### src/rtl/sfmt_pkg.sv
// Shared types, constants and the segment code table of the segment number formatter.
// Depends on nothing; every other file of the block imports it.
package sfmt_pkg;

  localparam int unsigned DIGIT_POSITIONS_DEF = 5;
  localparam int unsigned BIN_W = 32;
  localparam int unsigned BCD_DIGITS = 10;
  localparam int unsigned BCD_W = 4 * BCD_DIGITS;
  localparam int unsigned CNT_W = $clog2(BIN_W);
  localparam int unsigned DIG_W = $clog2(BCD_DIGITS);
  localparam int unsigned HEX_DIGITS = 5;

  localparam logic [1:0] FMT_DECIMAL = 2'd0;
  localparam logic [1:0] FMT_HUNDREDTHS = 2'd1;

  localparam logic [7:0] MINUS_CODE = 8'hF7;

  typedef enum logic [1:0] {
    ST_IDLE,
    ST_CONVERT,
    ST_ANALYSE,
    ST_EMIT
  } sfmt_state_e;

  typedef struct packed {
    logic load;
    logic shift;
    logic analyse;
    logic emit;
  } sfmt_cmd_t;

  typedef struct packed {
    logic fmt_hex;
    logic conv_last;
    logic emit_last;
  } sfmt_stat_t;

  function automatic logic [7:0] seg_lookup(input logic [4:0] idx);
    logic [7:0] code;
    unique case (idx)
      5'd0:  code = 8'h09;
      5'd1:  code = 8'hcf;
      5'd2:  code = 8'h91;
      5'd3:  code = 8'h85;
      5'd4:  code = 8'h47;
      5'd5:  code = 8'h25;
      5'd6:  code = 8'h21;
      5'd7:  code = 8'h8f;
      5'd8:  code = 8'h01;
      5'd9:  code = 8'h05;
      5'd10: code = 8'h03;
      5'd11: code = 8'h61;
      5'd12: code = 8'h39;
      5'd13: code = 8'hc1;
      5'd14: code = 8'h31;
      5'd15: code = 8'h33;
      5'd16: code = 8'h29;
      5'd17: code = 8'h43;
      5'd18: code = 8'h7b;
      5'd19: code = 8'hc9;
      5'd20: code = 8'h79;
      5'd21: code = 8'he1;
      5'd22: code = 8'h13;
      5'd23: code = 8'hf3;
      5'd24: code = 8'h49;
      5'd25: code = 8'hf7;
      5'd26: code = 8'hfd;
      5'd27: code = 8'hff;
      default: code = 8'hff;
    endcase
    return code;
  endfunction

endpackage

### src/rtl/sfmt_ctrl.sv
// Controller state machine of the segment number formatter.
// Depends on sfmt_pkg; drives the datapath through sfmt_cmd_t and reads sfmt_stat_t.
module sfmt_ctrl import sfmt_pkg::*; (
  input  logic       clk_i,
  input  logic       rst_ni,
  input  logic       start,
  output logic       busy,
  input  sfmt_stat_t stat_i,
  output sfmt_cmd_t  cmd_o
);

  sfmt_state_e state_q, state_d;

  always_ff @(posedge clk_i or negedge rst_ni) begin
    if (!rst_ni) begin
      state_q <= ST_IDLE;
    end else begin
      state_q <= state_d;
    end
  end

  always_comb begin
    state_d = state_q;
    unique case (state_q)
      ST_IDLE: begin
        if (start) begin
          state_d = stat_i.fmt_hex ? ST_EMIT : ST_CONVERT;
        end
      end
      ST_CONVERT: begin
        if (stat_i.conv_last) begin
          state_d = ST_ANALYSE;
        end
      end
      ST_ANALYSE: begin
        state_d = ST_EMIT;
      end
      ST_EMIT: begin
        if (stat_i.emit_last) begin
          state_d = ST_IDLE;
        end
      end
      default: begin
        state_d = ST_IDLE;
      end
    endcase
  end

  always_comb begin
    cmd_o = '0;
    busy  = 1'b1;
    unique case (state_q)
      ST_IDLE: begin
        busy       = 1'b0;
        cmd_o.load = start;
      end
      ST_CONVERT: begin
        cmd_o.shift = 1'b1;
      end
      ST_ANALYSE: begin
        cmd_o.analyse = 1'b1;
      end
      ST_EMIT: begin
        cmd_o.emit = 1'b1;
      end
      default: begin
        busy = 1'b1;
      end
    endcase
  end

  // Work commands are mutually exclusive.
  a_cmd_onehot: assert property (@(posedge clk_i) disable iff (!rst_ni)
    $onehot0({cmd_o.load, cmd_o.shift, cmd_o.analyse, cmd_o.emit}))
    else $error("More than one datapath command at once.");

  // A conversion always runs into the analysis step when its last bit is shifted.
  a_convert_to_analyse: assert property (@(posedge clk_i) disable iff (!rst_ni)
    cmd_o.shift && stat_i.conv_last |=> cmd_o.analyse)
    else $error("Conversion did not proceed to analysis.");

  // Emission is entered only from an analysis or a hexadecimal load.
  a_emit_entry: assert property (@(posedge clk_i) disable iff (!rst_ni)
    $rose(cmd_o.emit) |-> $past(cmd_o.analyse) || $past(cmd_o.load))
    else $error("Emission started without preparation.");

endmodule

### src/rtl/sfmt_datapath.sv
// Datapath of the segment number formatter: format register, shift-and-add-3 conversion,
// digit analysis and code emission. Depends on sfmt_pkg; commanded by sfmt_ctrl.
module sfmt_datapath import sfmt_pkg::*; #(
  parameter int unsigned DIGIT_POSITIONS = DIGIT_POSITIONS_DEF
) (
  input  logic              clk_i,
  input  logic              rst_ni,
  input  logic              cfg_valid_i,
  input  logic [1:0]        cfg_data_i,
  input  logic signed [31:0] value_i,
  input  sfmt_cmd_t         cmd_i,
  output sfmt_stat_t        stat_o,
  output logic              result_valid_o,
  output logic [7:0]        seg_code_o,
  output logic              clear_before_o,
  output logic              is_last_o
);

  logic [1:0]       fmt_q;
  logic [BIN_W-1:0] bin_q, bin_d;
  logic [BCD_W-1:0] bcd_q, bcd_d, bcd_adj;
  logic [CNT_W-1:0] cnt_q;
  logic [DIG_W-1:0] dig_q;
  logic             neg_q, hund_q, hex_q, ovf_q, minus_q, first_q;
  logic             res_valid_q;
  logic [7:0]       seg_q;
  logic             clr_q, last_q;

  logic [BIN_W-1:0] mag;
  logic [DIG_W-1:0] n_dig, avail, used;
  logic             ovf_d;
  logic [3:0]       cur_digit;
  logic [7:0]       digit_code, code;
  logic             emit_last;

  assign mag = value_i[BIN_W-1] ? (BIN_W'(0) - BIN_W'(value_i)) : BIN_W'(value_i);

  always_comb begin
    for (int i = 0; i < BCD_DIGITS; i++) begin
      bcd_adj[4*i +: 4] = (bcd_q[4*i +: 4] >= 4'd5) ? (bcd_q[4*i +: 4] + 4'd3)
                                                     : bcd_q[4*i +: 4];
    end
    bcd_d = {bcd_adj[BCD_W-2:0], bin_q[BIN_W-1]};
    bin_d = {bin_q[BIN_W-2:0], 1'b0};
  end

  always_comb begin
    n_dig = DIG_W'(1);
    for (int i = 0; i < BCD_DIGITS; i++) begin
      if (bcd_q[4*i +: 4] != 4'd0) begin
        n_dig = DIG_W'(i + 1);
      end
    end
    if (hund_q && (n_dig < DIG_W'(3))) begin
      n_dig = DIG_W'(3);
    end
    avail = DIG_W'(DIGIT_POSITIONS) - DIG_W'(neg_q);
    ovf_d = n_dig > avail;
    used  = ovf_d ? avail : n_dig;
  end

  always_comb begin
    cur_digit  = bcd_q[{dig_q, 2'b00} +: 4];
    digit_code = seg_lookup({1'b0, cur_digit});
    if ((ovf_q && (dig_q == '0)) || (hund_q && (dig_q == DIG_W'(2)))) begin
      digit_code[0] = 1'b0;
    end
    code      = minus_q ? MINUS_CODE : digit_code;
    emit_last = !minus_q && (dig_q == '0);
  end

  assign stat_o.fmt_hex   = fmt_q[1];
  assign stat_o.conv_last = cnt_q == CNT_W'(BIN_W - 1);
  assign stat_o.emit_last = emit_last;

  always_ff @(posedge clk_i or negedge rst_ni) begin
    if (!rst_ni) begin
      fmt_q       <= FMT_DECIMAL;
      cnt_q       <= '0;
      dig_q       <= '0;
      minus_q     <= 1'b0;
      first_q     <= 1'b0;
      res_valid_q <= 1'b0;
    end else begin
      if (cfg_valid_i) begin
        fmt_q <= cfg_data_i;
      end
      res_valid_q <= cmd_i.emit;
      if (cmd_i.load) begin
        first_q <= 1'b1;
        cnt_q   <= '0;
        if (fmt_q[1]) begin
          minus_q <= 1'b0;
          dig_q   <= DIG_W'(HEX_DIGITS - 1);
        end else begin
          minus_q <= value_i[BIN_W-1];
        end
      end
      if (cmd_i.shift) begin
        cnt_q <= cnt_q + CNT_W'(1);
      end
      if (cmd_i.analyse) begin
        dig_q <= used - DIG_W'(1);
      end
      if (cmd_i.emit) begin
        first_q <= 1'b0;
        if (minus_q) begin
          minus_q <= 1'b0;
        end else if (!emit_last) begin
          dig_q <= dig_q - DIG_W'(1);
        end
      end
    end
  end

  always_ff @(posedge clk_i) begin
    if (cmd_i.load) begin
      hex_q  <= fmt_q[1];
      hund_q <= (fmt_q == FMT_HUNDREDTHS);
      neg_q  <= !fmt_q[1] && value_i[BIN_W-1];
      ovf_q  <= 1'b0;
      bin_q  <= mag;
      bcd_q  <= fmt_q[1] ? {{(BCD_W-16){1'b0}}, value_i[15:0]} : '0;
    end
    if (cmd_i.shift) begin
      bcd_q <= bcd_d;
      bin_q <= bin_d;
    end
    if (cmd_i.analyse) begin
      ovf_q <= ovf_d;
    end
    if (cmd_i.emit) begin
      seg_q  <= code;
      clr_q  <= first_q && !hex_q;
      last_q <= emit_last;
    end
  end

  assign result_valid_o = res_valid_q;
  assign seg_code_o     = seg_q;
  assign clear_before_o = clr_q;
  assign is_last_o      = last_q;

endmodule

### src/rtl/segment_number_formatter_unit.sv
// Segment number formatter: converts a signed value and emits its seven-segment code run.
// Top level, built of sfmt_ctrl and sfmt_datapath; depends on sfmt_pkg.
//
// An item is taken when start is high and busy is low. In the decimal formats the value is
// converted by a shift-and-add-3 unit, one bit per cycle, then an analysis step sizes the
// run and one code per cycle follows. The hexadecimal format skips conversion and analysis.
// Each code appears for one cycle with result_valid_o high and cannot be held off; the last
// code is shown in the cycle in which busy falls again.
module segment_number_formatter_unit import sfmt_pkg::*; #(
  parameter int unsigned DIGIT_POSITIONS = DIGIT_POSITIONS_DEF
) (
  input  logic               clk_i,
  input  logic               rst_ni,
  input  logic               start,
  output logic               busy,
  input  logic signed [31:0] value_i,
  input  logic               cfg_valid_i,
  output logic               cfg_ready_o,
  input  logic [1:0]         cfg_data_i,
  output logic               result_valid_o,
  output logic [7:0]         seg_code_o,
  output logic               clear_before_o,
  output logic               is_last_o
);

  sfmt_cmd_t  cmd;
  sfmt_stat_t stat;

  assign cfg_ready_o = 1'b1;

  sfmt_ctrl u_ctrl (
    .clk_i  (clk_i),
    .rst_ni (rst_ni),
    .start  (start),
    .busy   (busy),
    .stat_i (stat),
    .cmd_o  (cmd)
  );

  sfmt_datapath #(
    .DIGIT_POSITIONS (DIGIT_POSITIONS)
  ) u_datapath (
    .clk_i          (clk_i),
    .rst_ni         (rst_ni),
    .cfg_valid_i    (cfg_valid_i),
    .cfg_data_i     (cfg_data_i),
    .value_i        (value_i),
    .cmd_i          (cmd),
    .stat_o         (stat),
    .result_valid_o (result_valid_o),
    .seg_code_o     (seg_code_o),
    .clear_before_o (clear_before_o),
    .is_last_o      (is_last_o)
  );

  // While codes of a run are still to come, the block stays busy.
  a_busy_in_run: assert property (@(posedge clk_i) disable iff (!rst_ni)
    result_valid_o && !is_last_o |-> busy)
    else $error("Block went idle in the middle of a run.");

  // The final code of a run is shown once the block has returned to idle.
  a_idle_at_last: assert property (@(posedge clk_i) disable iff (!rst_ni)
    result_valid_o && is_last_o |-> !busy)
    else $error("Block still busy on the final code.");

  // The blanking flag is never set on two consecutive codes.
  a_clear_valid: assert property (@(posedge clk_i) disable iff (!rst_ni)
    clear_before_o && result_valid_o |=> !(clear_before_o && result_valid_o))
    else $error("Blanking flagged on two consecutive codes.");

endmodule
### config.mk
export PLATFORM = sky130hd
export DESIGN_NAME = segment_number_formatter_unit
export DESIGN_NICKNAME = d
export VERILOG_FILES = /design/src/rtl/sfmt_pkg.sv /design/src/rtl/sfmt_ctrl.sv /design/src/rtl/sfmt_datapath.sv /design/src/rtl/segment_number_formatter_unit.sv
export SDC_FILE = /design/constraint.sdc
export NUM_CORES = 1
export LEC_CHECK = 0
export ABC_AREA = 1
export BUFFER_PORTS_ARGS = -buffer_cell sky130_fd_sc_hd__buf_2
export CAP_MARGIN = 15
export CORE_MARGIN = 2
export CORE_UTILIZATION = 60
export DETAILED_ROUTE_END_ITERATION = 10
export GPL_ROUTABILITY_DRIVEN = 0
export PLACE_DENSITY_LB_ADDON = 0.1
export SLEW_MARGIN = 5
export SYNTH_ARGS = -nofsm -noshare
export SYNTH_HDL_FRONTEND = slang
export SYNTH_SLANG_ARGS = --single-unit
### constraint.sdc
create_clock -name clk_i -period 5.2 [get_ports clk_i]
set_clock_uncertainty 0.15 [all_clocks]
set_input_delay 1.04 -clock clk_i [delete_from_list [all_inputs] [get_ports clk_i]]
set_output_delay 1.04 -clock clk_i [all_outputs]
set_load 0.02 [all_outputs]
==> impl_metrics.tcl <==
set metrics [dict create \
    status "complete, no violations" \
    clockBufferDepth 2 \
    criticalPathCategory "reg -> reg" \
    drv_cap 0 \
    start_util_pct 62.1 \
    worst_slew_pin_slew_ns 0.833 \
    place_hpwl_microns 11400 \
    die-area_sq_um 12200 \
    arrival_ns 3.55 \
    synth_edf_count 85 \
    cts.clk_slew.worst_paths_ns 0.07 \
    final_common_cell "nand2_1" \
    drt-initial-drc-count 501 \
    ys_ff_latch 102 \
    antenna_cells 0 \
    rsz0062_at_grt "false" \
    clkSinkCount 102 \
    cts_tree "done" \
    max_freq_mhz 288 \
    startpoint_type "register" \
    required_ns 5.28 \
    hold_viol_final 0 \
    synth_cell_types 50 \
    drt-total-wl_microns 15800 \
    cts_max_level 3 \
    cts_setup_buffers 0 \
    final_area_sq_um 7420 \
    vias_per_cell 5.76 \
    min_period_ns 3.47 \
    critPathMaxFanout 4 \
    fill_cells 895 \
    drc 0 \
    reg2reg_setup_slack_ns 1.73 \
    synth-seq-area-share_pct 43.6 \
    hold_path_class "reg -> reg" \
    die_x_microns 111 \
    final_cell_mix "nand2_1 (168), inv_1 (109), o21ai_0 (109)" \
    synth_area_per_cell_sq_um 8.06 \
    hold_buffers 0 \
    grt_pass1_vias 5747 \
    gr-usage-all-layers_pct 26.0 \
    peakVddDrop_v 0.000363 \
    async_flop_share_pct 15.7 \
    setup_viol 0 \
    antenna_found_initial 0 \
    placement_rows 38 \
    syn_area_sq_um 6820 \
    ys.flop_type "edfxtp_1" \
    clock_latency_ns 0.35 \
    ios 51 \
    syn-num-nets 924 \
    syn_inst 846 \
    place_area_sq_um 7140 \
    power_density_nw_per_um2 626 \
    min_period_over_period_pct 66.7 \
    ant_nets 0 \
    fp.dieH_microns 111 \
    drive_above_1_share_pct 9.79 \
    numCtsBuffers 9 \
    end_kind "register" \
    vias 5922 \
    topRoutingLayerUsed "met4" \
    core_area_sq_um 11000 \
    wl_met2_microns 7980 \
    ys_warn_count 0 \
    wl_met3_microns 942 \
    port_buffers 49 \
    leakagePower_nw 3.21 \
    wl_met1_microns 6370 \
    wl_per_cell_microns 15.3 \
    cts_resized 0 \
    syn2layout_area_growth_pct 8.78 \
    grt_max_degree 63 \
    grt_pass1_wl_microns 26100 \
    nets 962 \
    slew_headroom_pct 44.3 \
    overflow 0 \
    drv_slew 0 \
    drt-pass1-iter-count 5 \
    cts_root_buf "clkbuf_16" \
    fin_setup_tns_ns 0 \
]
## registers in the layout (all words and copies together), names as in the netlist, 2 cells and up
signal and flops:
u_datapath.seg_code_o 8, u_datapath.cnt_q 5, u_ctrl.state_q 2, u_datapath.bcd_q 40, u_datapath.fmt_q 2, u_datapath.dig_q 4, u_datapath.bin_q 32
## cells by family after synthesis
kind of cell | after synthesis | share of synthesized area [%]
compound gates | 209 | 16.5
xor+xnor | 22 | 2.82
fa+ha+maj | 40 | 7.34
buf+inv | 139 | 8.40
flops | 102 | 43.6
mux | 1 | 0.147
other cells | 1 | 0.0550
simple gates | 332 | 21.1
## where the power goes
group	switching (mW)	leakage (nW)	total, mW	internal, mW
combinational	1.51	2.03	2.22	0.715
sequential	0.284	1.04	1.77	1.49
clock	0.297	0.140	0.649	0.352
total	2.09	3.21	4.65	2.56
## cell usage after synthesis, types with 5 or more instances
master	number	area, sq um
nand2_1	169	634
inv_1	109	409
o21ai_0	109	546
edfxtp_1	85	2550
nor2_1	75	282
a21oi_1	55	275
nand3_1	43	215
ha_1	40	500
xor2_1	20	175
dfrtp_1	16	400
clkbuf_1	15	56.3
nor3_1	12	60.1
o21ai_1	9	45.0
o22ai_1	9	56.3
a31oi_1	8	50.1
nand4_1	8	50.1
nand2_2	5	31.3
## critical path, cell delays in order (launching register included)
cell and delay, ns:
edfxtp_1 0.43, inv_1 0.12, ha_1 0.20, inv_1 0.07, nor3_1 0.18, and2_1 0.18
nand2_1 0.08, nor2_2 0.14, nand2_1 0.09, nand2_1 0.11, inv_1 0.06, ha_1 0.27
nand2_1 0.05, a21oi_1 0.12, nand2_1 0.09, nand2_1 0.10, nand2_1 0.08, and2_1 0.14
ha_1 0.19, or2_0 0.22, nand3_1 0.07, nand2_1 0.07, nand2_1 0.07, o21ai_1 0.08
## cell type report
cell class              instances  area, sq um  area share [%]
clock inverters                 3         20.0           0.270
repair buffers                 53          288            3.88
inverters                     113          424            5.71
flip-flops and latches        102         2970            40.1
multi-input cells             605         3280            44.2
clock buffers                  13          260            3.51
well taps                     140          175            2.36
## layer usage
layer,up-vias,GRT usage (%)
li1,2932,-
met1,2742,30.9
met2,203,45.6
met3,45,4.61
met4,0,12.0
met5,-,0
## final timing paths
kind,endpoint,cells past startpoint,start
max in group asynchronous,u_datapath.cnt_q[3],1,rst_ni
hold / removal,u_datapath.bin_q[0],2,u_datapath.bin_q[0]
hold reg to reg,u_datapath.bin_q[0],2,u_datapath.bin_q[0]
setup reg to reg,u_datapath.dig_q[2],23,u_datapath.bcd_q[12]
min in group asynchronous,u_ctrl.state_q[0],1,rst_ni
setup / recovery,u_datapath.dig_q[2],23,u_datapath.bcd_q[12]
## stage by stage
step                std cells  hold slack [ns]  power (mW)  utilization (%)  setup WS, ns
floorplan                 846            0.308        3.39                -          1.69
global placement         1013            0.323        3.83             65.0          2.04
detailed placement       1013            0.337        3.98             65.0          1.78
CTS                      1029            0.347        4.64             67.6          1.76
global route             1029            0.366        5.02             67.6          1.49
finish                   1029            0.347        4.65             67.6          1.73
(Power assumes the default switching activity.)
